**src/sv/mvsm_ram.sv**
```systemverilog
// Generic simple dual-port RAM with one write port and a registered read port.
`timescale 1ns / 1ps

module mvsm_ram #(
    parameter int WIDTH = 16,
    parameter int DEPTH = 256,
    localparam int AW   = (DEPTH > 1) ? $clog2(DEPTH) : 1
) (
    input  logic             aclk,
    input  logic             we,
    input  logic [AW-1:0]    waddr,
    input  logic [WIDTH-1:0] wdata,
    input  logic             re,
    input  logic [AW-1:0]    raddr,
    output logic [WIDTH-1:0] rdata
);

    logic [WIDTH-1:0] mem [DEPTH];
    logic [WIDTH-1:0] rdata_reg;

    always_ff @(posedge aclk) begin
        if (we) begin
            mem[waddr] <= wdata;
        end
        if (re) begin
            rdata_reg <= mem[raddr];
        end
    end

    assign rdata = rdata_reg;

endmodule

```
**config.mk**
```make
export PLATFORM = sky130hd
export DESIGN_NAME = mvsm_ram
export DESIGN_NICKNAME = d
export VERILOG_FILES = /design/src/sv/mvsm_ram.sv
export SDC_FILE = /design/constraint.sdc
export NUM_CORES = 2
export LEC_CHECK = 0
export BUFFER_PORTS_ARGS = -buffer_cell sky130_fd_sc_hd__buf_2
export CAP_MARGIN = 5
export CORE_MARGIN = 10
export CORE_UTILIZATION = 60
export CTS_CLUSTER_SIZE = 28
export DETAILED_ROUTE_END_ITERATION = 8
export PLACE_DENSITY = 0.73
export SLEW_MARGIN = 20
export SYNTH_ARGS = -nofsm -noshare
export SYNTH_HDL_FRONTEND = slang
export SYNTH_SLANG_ARGS = --single-unit
```
**constraint.sdc**
```tcl
create_clock -name aclk -period 3.6 [get_ports aclk]
set_input_delay 0.72 -clock aclk [delete_from_list [all_inputs] [get_ports aclk]]
set_output_delay 0.72 -clock aclk [all_outputs]
set_load 0.02 [all_outputs]
```
==> impl_metrics.py <==
metrics = {
    "route": {
        "routedWlPerCell_um": 34.88,
        "drc_errors": 0,
        "dr.pass1.iters": 8,
        "viasPerCell": 6.881,
        "vias": 82428,
        "drt-initial-drc-count": 12683,
        "final_antenna_net_count": 0,
        "drt-total-wl_mm": 417.8,
    },
    "global_routing": {
        "grt.overflow.total": 0,
        "antenna_found_initial": 30,
        "grt_max_degree": 158,
        "grt_pass1_vias": 81350,
        "grt_pass1_wl_mm": 599.5,
        "grt_usage_pct": 28.94,
    },
    "floorplan": {
        "die_y_um": 534.6,
        "pin_count": 51,
        "die_area_mm2": 0.2858,
        "die_w_um": 534.6,
        "num_rows": 188,
        "core-area_mm2": 0.2630,
        "initial_utilization_pct": 60.41,
    },
    "finish": {
        "final_core_util_pct": 68.99,
        "fin_nets": 8160,
        "fill_cells": 15697,
        "final_common_cell": "edfxtp_1",
        "area_growth_pct": 14.19,
        "regArea_mm2": 0.1235,
        "largest_reg_flops": 4096,
        "final_cell_mix": "edfxtp_1, mux4_2, buf_4",
        "multi_input_area_mm2": 0.03287,
        "drive_gt1_share_pct": 27.42,
    },
    "synthesis": {
        "syn_avg_cell_area_um2": 21.59,
        "synth_nets": 7395,
        "synth.yosys.seq_area_share_pct": 77.72,
        "netlist_instances": 7360,
        "syn_area_mm2": 0.1589,
        "synth-seq-cells": 4112,
        "yosysWarnings": 0,
        "netlist-cell-type-count": 51,
    },
    "worst_setup_path": {
        "path_max_fanout": 22,
        "crit_required_ns": 4.34,
        "worst_ep_arrival_time_ns": 4.19,
        "reg2regPathDepth": 6,
        "r2r-start": "mem[55][11]",
        "worstSetupStartpointType": "input port",
        "crit_type": "in -> reg",
        "r2r-end": "rdata[11]",
        "endpoint_kind": "register",
        "reg2reg_slack_ns": 0.22,
    },
    "pwr": {
        "p_int_mw": 78.99,
        "p_per_area_mw_per_mm2": 550.7,
        "fin_total_pwr_mw": 99.91,
        "p_comb_share_pct": 5.3,
        "switching_share_pct": 20.94,
        "switching_power_mw": 20.92,
        "irDropWorstVdd_uv": 559.0,
        "clockPowerShare_pct": 41.8,
        "cellLeakagePower_nw": 58.56,
        "power_frac_seq_pct": 52.9,
    },
    "timing": {
        "worst_pin_slew_ns": 1.174,
        "slew_headroom_pct": 19.72,
        "rsz0062_at_grt": "false",
        "drv_slew": 0,
        "setup_ws_ns": 0.1494,
        "final-setup-viol-count": 0,
        "hold_violations": 0,
        "fin_tns_setup_ns": 0,
        "fmax_mhz": 289.8,
        "fin_crit_sh_pct": 95.85,
        "post-route-min-period_ns": 3.451,
        "finClkSkew_ns": 0.05330,
    },
    "job": {
        "cap_viol_max_count": 0,
    },
    "clock_tree": {
        "cts_made_buffers": 412,
        "htree_levels": 5,
        "path_clk_slew_ns": 0.06,
        "cts_root_buffer": "clkbuf_16",
        "cts_setup_buffers": 0,
        "cts_tree": "yes",
        "clk_latency_ns": 0.98,
        "cts_max_path_buffers": 4,
        "cts_num_sinks": 4112,
    },
    "place": {
        "hpwl_mm": 249.0,
        "io_buffers": 50,
        "gp_congestion": 0.9063,
        "place_ws_ns": -0.7150,
    },
    "min_path": {
        "worstHoldStart": "wdata[15]",
        "hp-class": "in -> reg",
        "holdPathEnd": "mem[86][15]",
        "whs_path_depth": 1,
    },
    "outcome": {
        "status": "finished, final reports clean",
    },
}
-- timing repair --
item / CTS / global route
hold buffers: 1 / 0
gates resized for setup: 0 / 0
hold endpoints to repair: 1 / 0
-- stage by stage --
| step | instance area [µm²] | cells | hold WS [ns] |
|---|---|---|---|
| final | 181400 | 11979 | 0.06121 |
| after global routing | 181400 | 11968 | 0.02797 |
| after CTS | 181400 | 11960 | 0.01068 |
| after detailed placement | 168300 | 11225 | 0.9506 |
| after global placement | 168300 | 11225 | 0.9663 |
| after floorplan | 158900 | 7360 | 0.8189 |
-- synth_stat cells, drive strengths merged --
library cell	n	area share, %
edfxtp	4112	78
mux4	797	11
mux2i	565	3.6
nor2	304	0.72
o221ai	253	1.4
clkbuf	230	0.54
buf	222	1.1
a21oi	175	0.55
o22ai	148	0.58
nor3	92	0.29
mux2	88	0.62
a22oi	43	0.20
nand2	38	0.090
o21ai	38	0.12
nand3	35	0.11
a22o	32	0.18
a221oi	28	0.15
nand4	26	0.10
o32ai	21	0.12
a211oi	18	0.085
nor4	18	0.075
o31ai	16	0.076
and3	11	0.043
nor2b	9	0.035
a2111oi	6	0.033
a31oi	6	0.024
or2	5	0.020
inv	4	0.0094
nand2b	3	0.012
nand4b	3	0.017
a21o	2	0.0094
and2	2	0.0079
and4	2	0.011
nor4bb	2	0.013
or3	2	0.0079
nand3b	1	0.0047
nor3b	1	0.0047
or3b	1	0.0055
or4b	1	0.0063
-- worst max-delay path by stage --
stage,from,end,slack [ns],cells after the start
floorplan,raddr[0],rdata[4],0.63,8
global placement,raddr[0],rdata[3],-0.83,8
detailed placement,raddr[0],rdata[11],-0.72,10
CTS,mem[55][11],rdata[11],0.27,6
global route,raddr[0],rdata[0],0.20,11
finish,raddr[0],rdata[11],0.15,10
-- power groups by stage --
stage	sequential (mW)	clock [mW]	combinational [mW]
after floorplan	53.9	0	2.60
after CTS	52.9	42.1	5.19
after global routing	52.9	43.9	5.45
after detailed placement	53.9	0	5.16
final	52.9	41.8	5.26
after global placement	53.9	0	5.04
-- worst max-delay path, cell delays in order --
cell	delay, ns
buf_12	0.22
buf_12	0.24
buf_12	0.25
mux4_2	0.54
mux2_2	0.31
a22oi_1	0.20
nand2_1	0.23
o32ai_1	1.05
buf_4	0.27
nor4_1	0.05
-- layout make-up --
type	instances	share of cell area, %
timing repair buffer	803	4.166
antenna	19	0.02621
multi-input combinational	2792	18.12
tap	3515	2.424
clock inverter	239	1.264
clock buffer	495	5.925
sequential	4112	68.06
inverter	4	0.01517
-- layer usage --
| metal | GRT usage, % | part of all wire, % | wire (µm) |
|---|---|---|---|
| met1 | 41.01 | 36 | 151600 |
| met2 | 43.73 | 47 | 194300 |
| met3 | 7.495 | 13 | 52410 |
| met4 | 11.59 | 4.6 | 19400 |
| met5 | 0 | 0.033 | 138 |
-- cell families (layout without fill, tap and decap cells) --
logic type      count (synthesis)  after routing  synth area share [%]
flops                        4112           4112                 77.72
compound gates                786            786                 3.534
buf+inv                       456           1541                 1.692
mux                          1450           1450                 15.48
simple gates                  556            556                 1.573
other cells                     0             19                     0
Power figures use the tool's default switching activity.
